$ cat src/rtl/lli_pkg.sv
// Package for the LUT linear interpolator: item structs, codes, widths,
// controller state and the command and status groups between the modules.
// Depends on nothing; every other file but lli_ram refers to it by scoped names.
package lli_pkg;

  localparam int TABLE_DEPTH = 64;
  localparam int AW = $clog2(TABLE_DEPTH);
  localparam int FW = 24;
  localparam int TW = 24;
  localparam int QW = FW + 1;
  localparam int NW = 2 * QW;
  localparam int RAM_W = FW + TW;
  localparam int CNT_W = 7;

  localparam logic OP_LOAD = 1'b0;
  localparam logic OP_CONV = 1'b1;

  localparam logic [1:0] STATUS_CONV = 2'd0;
  localparam logic [1:0] STATUS_OOR  = 2'd1;
  localparam logic [1:0] STATUS_LOAD = 2'd2;

  localparam logic CFG_ENTRY_COUNT = 1'b0;
  localparam logic CFG_SLOPE       = 1'b1;

  localparam logic [CNT_W-1:0] COUNT_RESET = 7'd2;

  typedef struct packed {
    logic                 opcode;
    logic [5:0]           entry_index;
    logic [FW-1:0]        point_from;
    logic signed [TW-1:0] point_to;
    logic [FW-1:0]        measured_value;
  } lli_in_t;

  typedef struct packed {
    logic signed [TW-1:0] converted_value;
    logic [1:0]           status;
  } lli_out_t;

  typedef enum logic [2:0] {
    ST_IDLE,
    ST_LAST,
    ST_FIRST,
    ST_CHK0,
    ST_SCAN,
    ST_MUL,
    ST_DSTART,
    ST_DIV
  } lli_state_t;

  typedef enum logic [1:0] {
    ADDR_LAST,
    ADDR_ZERO,
    ADDR_IDX
  } lli_addr_t;

  typedef enum logic [1:0] {
    RES_NONE,
    RES_LOAD,
    RES_OOR,
    RES_CONV
  } lli_res_t;

  typedef struct packed {
    logic      cap;
    logic      ld_wr;
    lli_addr_t addr_sel;
    logic      chk_hi;
    logic      step;
    logic      grab;
    logic      mul;
    logic      div_start;
    lli_res_t  emit;
  } lli_cmd_t;

  typedef struct packed {
    logic oor;
    logic hit;
    logic at_last;
    logic div_done;
  } lli_stat_t;

endpackage

$ cat src/rtl/lli_ctrl.sv
// Controller of the interpolator: sequences loads, the range check, the
// table search, the multiply and the divide, and issues result commands.
// Depends on lli_pkg.
module lli_ctrl (
  input  logic               clk,
  input  logic               rst_n,
  input  logic               start,
  input  logic               opcode,
  input  lli_pkg::lli_stat_t stat,
  output lli_pkg::lli_cmd_t  cmd,
  output logic               busy
);

  lli_pkg::lli_state_t state_r, state_nxt;

  always_comb begin
    state_nxt = state_r;
    case (state_r)
      lli_pkg::ST_IDLE: begin
        if (start && opcode == lli_pkg::OP_CONV) begin
          state_nxt = lli_pkg::ST_LAST;
        end
      end
      lli_pkg::ST_LAST:  state_nxt = lli_pkg::ST_FIRST;
      lli_pkg::ST_FIRST: state_nxt = lli_pkg::ST_CHK0;
      lli_pkg::ST_CHK0: begin
        state_nxt = stat.oor ? lli_pkg::ST_IDLE : lli_pkg::ST_SCAN;
      end
      lli_pkg::ST_SCAN: begin
        if (stat.hit || stat.at_last) begin
          state_nxt = lli_pkg::ST_MUL;
        end
      end
      lli_pkg::ST_MUL:    state_nxt = lli_pkg::ST_DSTART;
      lli_pkg::ST_DSTART: state_nxt = lli_pkg::ST_DIV;
      lli_pkg::ST_DIV: begin
        if (stat.div_done) begin
          state_nxt = lli_pkg::ST_IDLE;
        end
      end
      default: state_nxt = lli_pkg::ST_IDLE;
    endcase
  end

  always_comb begin
    cmd = '{cap: 1'b0, ld_wr: 1'b0, addr_sel: lli_pkg::ADDR_IDX, chk_hi: 1'b0,
            step: 1'b0, grab: 1'b0, mul: 1'b0, div_start: 1'b0,
            emit: lli_pkg::RES_NONE};
    case (state_r)
      lli_pkg::ST_IDLE: begin
        if (start && opcode == lli_pkg::OP_LOAD) begin
          cmd.ld_wr = 1'b1;
          cmd.emit  = lli_pkg::RES_LOAD;
        end else if (start) begin
          cmd.cap = 1'b1;
        end
      end
      lli_pkg::ST_LAST: cmd.addr_sel = lli_pkg::ADDR_LAST;
      lli_pkg::ST_FIRST: begin
        cmd.addr_sel = lli_pkg::ADDR_ZERO;
        cmd.chk_hi   = 1'b1;
      end
      lli_pkg::ST_CHK0: begin
        if (stat.oor) begin
          cmd.emit = lli_pkg::RES_OOR;
        end else begin
          cmd.step = 1'b1;
        end
      end
      lli_pkg::ST_SCAN: begin
        if (stat.hit || stat.at_last) begin
          cmd.grab = 1'b1;
        end else begin
          cmd.step = 1'b1;
        end
      end
      lli_pkg::ST_MUL:    cmd.mul       = 1'b1;
      lli_pkg::ST_DSTART: cmd.div_start = 1'b1;
      lli_pkg::ST_DIV: begin
        if (stat.div_done) begin
          cmd.emit = lli_pkg::RES_CONV;
        end
      end
      default: cmd.emit = lli_pkg::RES_NONE;
    endcase
  end

  always_ff @(posedge clk) begin
    if (!rst_n) begin
      state_r <= lli_pkg::ST_IDLE;
    end else begin
      state_r <= state_nxt;
    end
  end

  assign busy = (state_r != lli_pkg::ST_IDLE);

endmodule

$ cat config.mk
export PLATFORM = sky130hd
export DESIGN_NAME = lli_ctrl
export DESIGN_NICKNAME = d
export VERILOG_FILES = /design/src/rtl/lli_pkg.sv /design/src/rtl/lli_ctrl.sv
export SDC_FILE = /design/constraint.sdc
export NUM_CORES = 1
export LEC_CHECK = 0
export BUFFER_PORTS_ARGS = -buffer_cell sky130_fd_sc_hd__buf_2
export CORE_AREA = 4 4 41 43
export DETAILED_ROUTE_END_ITERATION = 10
export DIE_AREA = 0 0 45 47
export PLACE_DENSITY = 0.47
export SLEW_MARGIN = 20
export SYNTH_ARGS = -nofsm -noshare
export SYNTH_HDL_FRONTEND = slang
export SYNTH_SLANG_ARGS = --single-unit
export TNS_END_PERCENT = 10
$ cat constraint.sdc
create_clock -name clk -period 1.6 [get_ports clk]
set_clock_uncertainty 0.15 [all_clocks]
set_input_delay 0.24 -clock clk [delete_from_list [all_inputs] [get_ports clk]]
set_output_delay 0.24 -clock clk [all_outputs]
set_load 0.05 [all_outputs]
# Word-level counts from Yosys, hierarchy flattened

Index checks and enable logic that the tools add are counted.

Equal/unequal tests: 10
Mux-type cells: 22
Bitwise operators: 1
Reduce and logical (&&, ||, !) cells: 6

Operators with widths:

| kind                                                            | count |
|---|---|
| 3-bit one-hot mux with 8 select lines                           | 1 |
| 3-bit == test, second input constant                            | 4 |
| 3-bit 2-to-1 mux                                                | 4 |
| 1-bit 2-to-1 mux                                                | 11 |
| 3-bit by 2-bit == test with 1-bit output, second input constant | 2 |
| 2-bit 2-to-1 mux                                                | 3 |
| 2-bit inequality test, second input constant                    | 3 |
| 2-bit one-hot mux with 3 select lines                           | 1 |
| 2-bit one-hot mux with 2 select lines                           | 1 |
| 3-bit by 1-bit == test with 1-bit output, second input constant | 1 |
| 3-bit zero test                                                 | 1 |
| 3-bit AND reduction                                             | 1 |
| 3-bit nonzero test                                              | 1 |
| 1-bit logical AND                                               | 2 |
| 1-bit one-hot mux with 2 select lines                           | 1 |
| 1-bit logical OR                                                | 1 |
| 1-bit inverter                                                  | 1 |

Flip-flop bits (word level): 3
Input port bits: 8
Word-level logic and storage cells: 40

# Longest topological paths before layout

Gate-level depths: netlist of the first run.

Word-level depth: 4
Mapped depth: 4
Mapped depth without buffers: 3

# Least setup slack after synthesis of the first run

No wires, ideal clock.

Path type: reg-to-output
From: register state_r[1]
To: output port cmd[7] (netlist name)
Arrival: 2.116 ns
Setup slack: -0.906 ns
Stages on the path, launching flop included: 4
Buffers on the path: 2
Cell sequence: dfxtp_1 -> buf_2 -> nor3b_1 -> buf_4

RTL lines:

| item                     | line           | source |
|---|---|---|
| start: declaration       | lli_ctrl.sv:14 | `lli_pkg::lli_state_t state_r, state_nxt;` |
| start signal: assignment | lli_ctrl.sv:90 | `state_r <= lli_pkg::ST_IDLE;` |
| start signal: assignment | lli_ctrl.sv:92 | `state_r <= state_nxt;` |
| end: declaration         | lli_ctrl.sv:10 | `output lli_pkg::lli_cmd_t cmd,` |

==> results of run 1 <==
[tightest hold or removal path: stages]
cell and delay (ns):
buf_2 0.11, o21ai_0 0.07, a31oi_1 0.04
[layout by cell type (no fill, tap or decap), types with 2 or more instances in the layout]
| master | instances |
|---|---|
| buf_4 | 12 |
| buf_2 | 8 |
| nand2_1 | 5 |
| clkbuf_4 | 5 |
| nor2_1 | 4 |
| nand2b_1 | 3 |
| buf_6 | 3 |
| dfxtp_4 | 3 |
| and3b_1 | 2 |
| nand3_1 | 2 |
[layout make-up]
cell class                 count  area (µm²)
clock buffer                   4        26.3
fill                         130         746
inverter                       1        3.75
sequential                     3        71.3
timing repair buffer          27         214
tap                           15        18.8
multi-input combinational     31         221
[through the flow]
stage          total power (W)  utilization, %  instance area, µm²  std cells  hold WS (ns)
4_1_cts               0.000413            39.3                 512         80         0.111
6_report              0.000416            42.7                 556         81         0.120
2_1_floorplan         0.000215               -                 293         39         0.228
3_3_place_gp          0.000263            33.8                 439         75         0.360
5_1_grt               0.000440            42.7                 556         81         0.117
3_5_place_dp          0.000264            33.8                 439         75         0.367
[power by group]
group          switching (W)   total, W  internal, W
clock              0.0000386   0.000132    0.0000934
combinational       0.000116   0.000196    0.0000797
sequential        0.00000900  0.0000879    0.0000789
total               0.000164   0.000416     0.000252
[kinds of logic (layout without fill, tap and decap cells)]
| group | after synthesis | count (layout) | synth area share, % |
|---|---|---|---|
| compound gates | 7 | 7 | 17.1 |
| xor+xnor | 1 | 1 | 3.23 |
| buf+inv | 5 | 32 | 10.6 |
| flops | 3 | 3 | 22.1 |
| simple gates | 23 | 23 | 47.0 |
[how the worst max path moves through the flow]
| stage | slack (ns) | end | cells past startpoint |
|---|---|---|---|
| floorplan | -0.20 | cmd[9] | 4 |
| CTS | -0.05 | cmd[5] | 4 |
| detailed placement | -0.008 | cmd[5] | 4 |
| global placement | 0.02 | cmd[5] | 4 |
| finish | -0.04 | cmd[5] | 4 |
| global route | -0.08 | cmd[0] | 4 |
[Yosys cell counts]
| library cell | number |
|---|---|
| a21oi_1 | 2 |
| a31oi_1 | 1 |
| and3_1 | 1 |
| nor3_4 | 1 |
| or3_1 | 1 |
| nand2b_1 | 3 |
| buf_4 | 2 |
| nor3b_1 | 1 |
| nand2_1 | 7 |
| nand3_1 | 2 |
| dfxtp_1 | 3 |
| o21ai_0 | 1 |
| xor2_1 | 1 |
| buf_2 | 2 |
| a21boi_1 | 1 |
| o22ai_1 | 1 |
| and3b_1 | 2 |
| o2111a_1 | 1 |
| nor2_1 | 5 |
| inv_1 | 1 |
[layer usage]
layer / vias to the layer above / track usage, %
li1: 188 / -
met1: 161 / 7.50
met2: 14 / 12.7
met3: 0 / 2.30
met4: 0 / 3.51
met5: - / 0
[what timing repair did]
action                     4_1_cts  5_1_grt
setup endpoints to repair       11       10
gates resized for setup         16       11
setup buffers                    1        1
cloned                           0        0
hold buffers                     0        0
pin swaps                        4        2
==> impl_metrics.json, run 1 <==
{
  "status": "finished, violations left",
  "violations": "setup timing",
  "worst_r2r_endpoint": "state_r[0]",
  "drtPass1Iterations": 5,
  "min-delay-path-class": "primary input to register",
  "drc": 0,
  "worst-r2r-setup-slack_ns": 0.29,
  "path_delay_family": "simple AND/OR/NAND/NOR gates",
  "worstPathCellList": "nand2_1 > or3_4 > nand2_4 > buf_8",
  "holdPathEnd": "state_r[1]",
  "path_class": "register to output pin",
  "vdd_drop_max_v": 0.000282,
  "largest_reg_flops": 3,
  "cts_tree": "yes",
  "slowest_delay_ns": 0.37,
  "netlist-cell-type-count": 20,
  "pin_count": 20,
  "cap_violations": 0,
  "yosys_warnings": 0,
  "area_growth_pct": 105,
  "cp.required_ns": 1.21,
  "setup_ws_ns": -0.0439,
  "fmax_mhz": 608,
  "die_h_um": 47,
  "synth_area_um2": 272,
  "finalSetupTns_ns": -0.0492,
  "critPathSlowestCell": "dfxtp_4",
  "cp-end-kind": "output pin",
  "maxSlewHeadroom_pct": 83.7,
  "pre_cts_slack_ns": -0.00847,
  "start_util_pct": 20.9,
  "placement.io_buffers": 19,
  "worst_slew_pin_slew_ns": 0.246,
  "grt_setup_unrepaired": "true",
  "grt_pass1_vias": 303,
  "worst-path-buf-inv": 1,
  "die_x_um": 45,
  "rr_worst_depth": 5,
  "start_kind": "register",
  "regMostFlops": "state_r",
  "cts_sinks": 3,
  "antenna_found_initial": 0,
  "layout.nets": 75,
  "synth.top_cell.area_share_pct": 22.1,
  "coreArea_um2": 1300,
  "syn_nets": 47,
  "rows": 13,
  "syn_inst": 39,
  "clockBufferDepth": 2,
  "wl_per_cell_um": 9.38,
  "cp.arrival_ns": 1.25,
  "min_period_over_period_pct": 103,
  "reg_top3": "state_r (3)",
  "hpwlAfterDp_um": 616,
  "grt_util_all_layers_pct": 7.11,
  "htree_num_levels": 1,
  "synth_top_area_cell": "dfxtp_1",
  "wl_um": 760,
  "finalSetupViolCount": 2,
  "avgSynthCellArea_um2": 6.96,
  "ant_nets": 0,
  "period_needed_ns": 1.64,
  "hold_violations": 0,
  "startpoint": "state_r[0]",
  "numCtsBuffers": 3,
  "grt_max_degree": 11,
  "synthTopCellsByArea": "dfxtp_1 22%, nand2_1 9.7%, nand2b_1 6.9%, nor2_1 6.9%, and3b_1 6.5%",
  "min_path_cells": 3,
  "yosysSeqAreaShare_pct": 22.1,
  "path_clk_slew_ns": 0.04,
  "drive_gt1_share_pct": 62.1,
  "drv_slew": 0,
  "met2_length_um": 387,
  "routed_via_density": 4.48,
  "num_antenna_cells": 0,
  "wl_met3_um": 71,
  "vias": 363,
  "gp_congestion": 0.697,
  "grt_overflow": 0,
  "cts_root_buf": "clkbuf_4",
  "wl_met1_um": 302,
  "die_area_um2": 2120,
  "top_layer_used": "met3",
  "powerDensity_nw_per_um2": 749,
  "clock_latency_ns": 0.23,
  "reg2reg_from": "state_r[0]",
  "grt_pass1_wl_mm": 1.10,
  "first_iter_violations": 6,
  "yosys_register_bits": 3,
  "cp_max_fo": 4,
  "worstHoldStart": "rst_n",
  "leakage_nw": 0.271
}
Power figures use the tool's default switching activity.
==> run 2: changes to the inputs <==
CTS_CLUSTER_SIZE = 20   (was default)
SETUP_SLACK_MARGIN = 0.15   (was default)
==> run 2 against run 1 <==
- the run still ends with setup timing left
- routed wire length up 9.7%
- via count decreased by 4.1%
- die area is the same
- clock power is essentially flat
- count of clock-buffer cells in the layout stayed put
- flip-flop and latch count unchanged
- final cell count down 2.5%
- core utilization up 1.6 points
- sequential share of layout area fell by 0.47 points
- critical endpoint unchanged
- largest power group unchanged
==> impl_metrics.json, run 2 (synthesized netlist as in run 1, its figures left out) <==
{
  "die_h_um": 47,
  "worst-r2r-setup-slack_ns": 0.42,
  "grt_max_degree": 11,
  "grt_setup_unrepaired": "true",
  "hold_buffers": 0,
  "drive_gt1_share_pct": 67.2,
  "leakage_nw": 0.268,
  "num_antenna_cells": 0,
  "htree_num_levels": 1,
  "power.switching_w": 0.000175,
  "grt_overflow": 0,
  "min-delay-path-class": "primary input to register",
  "layout.cells.most_common": "buf_6",
  "slowest_delay_ns": 0.37,
  "met2_length_um": 448,
  "drc": 0,
  "combPwrFrac_pct": 48.1,
  "vdd_drop_max_v": 0.000369,
  "start_kind": "register",
  "dp.cells": 74,
  "top_layer_used": "met3",
  "finalPower_w": 0.000429,
  "worstPathCellList": "nand2_2 > or3_4 > nand2_2 > buf_8",
  "grt_util_all_layers_pct": 9.09,
  "fmax_mhz": 604,
  "critPathSlowestCell": "dfxtp_4",
  "cts_sinks": 3,
  "wl_per_cell_um": 10.6,
  "die_area_um2": 2120,
  "cp-end-kind": "output pin",
  "layout_common_cells": "10 x buf_6, 7 x buf_2, 7 x buf_4, 4 x nand2_1",
  "finalNonFillerCells": 79,
  "setup_ws_ns": -0.0544,
  "cts_tree": "yes",
  "path_clk_slew_ns": 0.04,
  "largest_reg_flops": 3,
  "gp_congestion": 0.696,
  "powerDensity_nw_per_um2": 745,
  "coreArea_um2": 1300,
  "cap_violations": 0,
  "grt_pass1_wl_mm": 1.34,
  "violations": "setup timing",
  "path_class": "register to output pin",
  "placement.io_buffers": 19,
  "status": "finished, violations left",
  "sequentialPowerShare_pct": 20.4,
  "wl_met1_um": 335,
  "worst_slew_pin_slew_ns": 0.194,
  "hold_violations": 0,
  "period_needed_ns": 1.65,
  "regMostFlops": "state_r",
  "maxSlewHeadroom_pct": 87.0,
  "first_iter_violations": 1,
  "reg_top3": "state_r (3)",
  "clockBufferDepth": 2,
  "clock_latency_ns": 0.24,
  "clock_power_share_pct": 31.5,
  "cpMostUsedCell": "nand2_2",
  "cp.required_ns": 1.21,
  "finalSetupTns_ns": -0.0858,
  "cp.arrival_ns": 1.26,
  "ant_nets": 0,
  "min_period_over_period_pct": 103,
  "die_x_um": 45,
  "internal-power_w": 0.000254,
  "start_util_pct": 20.9,
  "hpwlAfterDp_um": 660,
  "routed_via_density": 4.41,
  "layout.nets": 73,
  "cp_max_fo": 5,
  "numCtsBuffers": 3,
  "wl_um": 834,
  "swShare_pct": 40.8,
  "area_growth_pct": 112,
  "drv_slew": 0,
  "pin_count": 20,
  "drtPass1Iterations": 2,
  "vias": 348,
  "wl_met3_um": 50,
  "rows": 13,
  "finalSetupViolCount": 2,
  "antenna_found_initial": 0,
  "cts_root_buf": "clkbuf_4",
  "grt_pass1_vias": 331
}
run 2: stage by stage:
stage | setup WS, ns | utilization (%) | hold slack [ns] | cell area (µm²)
after floorplan | -0.00975 | - | 0.221 | 328
after global placement | 0.0850 | 33.4 | 0.358 | 434
after detailed placement | 0.0645 | 33.4 | 0.358 | 434
after CTS | -0.0739 | 40.9 | 0.103 | 532
after global routing | -0.106 | 44.3 | 0.106 | 577
final | -0.0544 | 44.3 | 0.113 | 577
run 2: area by class of cell:
cell class | count | area (µm²)
tap | 15 | 18.8
sequential | 3 | 71.3
clock buffer | 4 | 26.3
fill | 152 | 724
timing repair buffer | 25 | 215
inverter | 1 | 3.75
multi-input combinational | 31 | 241
run 2: repair_timing:
| action | 4_1_cts | 5_1_grt |
|---|---|---|
| gates resized for setup | 25 | 10 |
| pin swaps | 3 | 4 |
| buffers inserted | 0 | 1 |
| endpoints found under the setup margin | 11 | 12 |
run 2: power groups by stage:
stage | Combinational (W) | Sequential, W | Clock (W)
floorplan | 0.000142 | 0.0000854 | 0
global placement | 0.000169 | 0.0000906 | 0
detailed placement | 0.000170 | 0.0000910 | 0
CTS | 0.000193 | 0.0000885 | 0.000141
global route | 0.000218 | 0.0000891 | 0.000149
finish | 0.000206 | 0.0000878 | 0.000135
run 2: critical path: cells and delay by family (launching register included):
family / cells / cell delay [ns]
buffers and inverters: 1 / 0.14
DFF: 1 / 0.37
and+or+nand+nor: 3 / 0.52
run 2: final timing paths:
check	start	cells after the start	to
setup / recovery	state_r[1]	4	cmd[5]
hold / removal	rst_n	2	state_r[0]
setup reg to reg	state_r[2]	4	state_r[0]
hold reg to reg	state_r[2]	2	state_r[2]
run 2: layer usage:
layer  vias to the layer above  GRT usage (%)
met5                         -              0
met3                         0           4.60
li1                        182              -
met4                         0           5.26
met2                         9           14.1
met1                       157           10.0
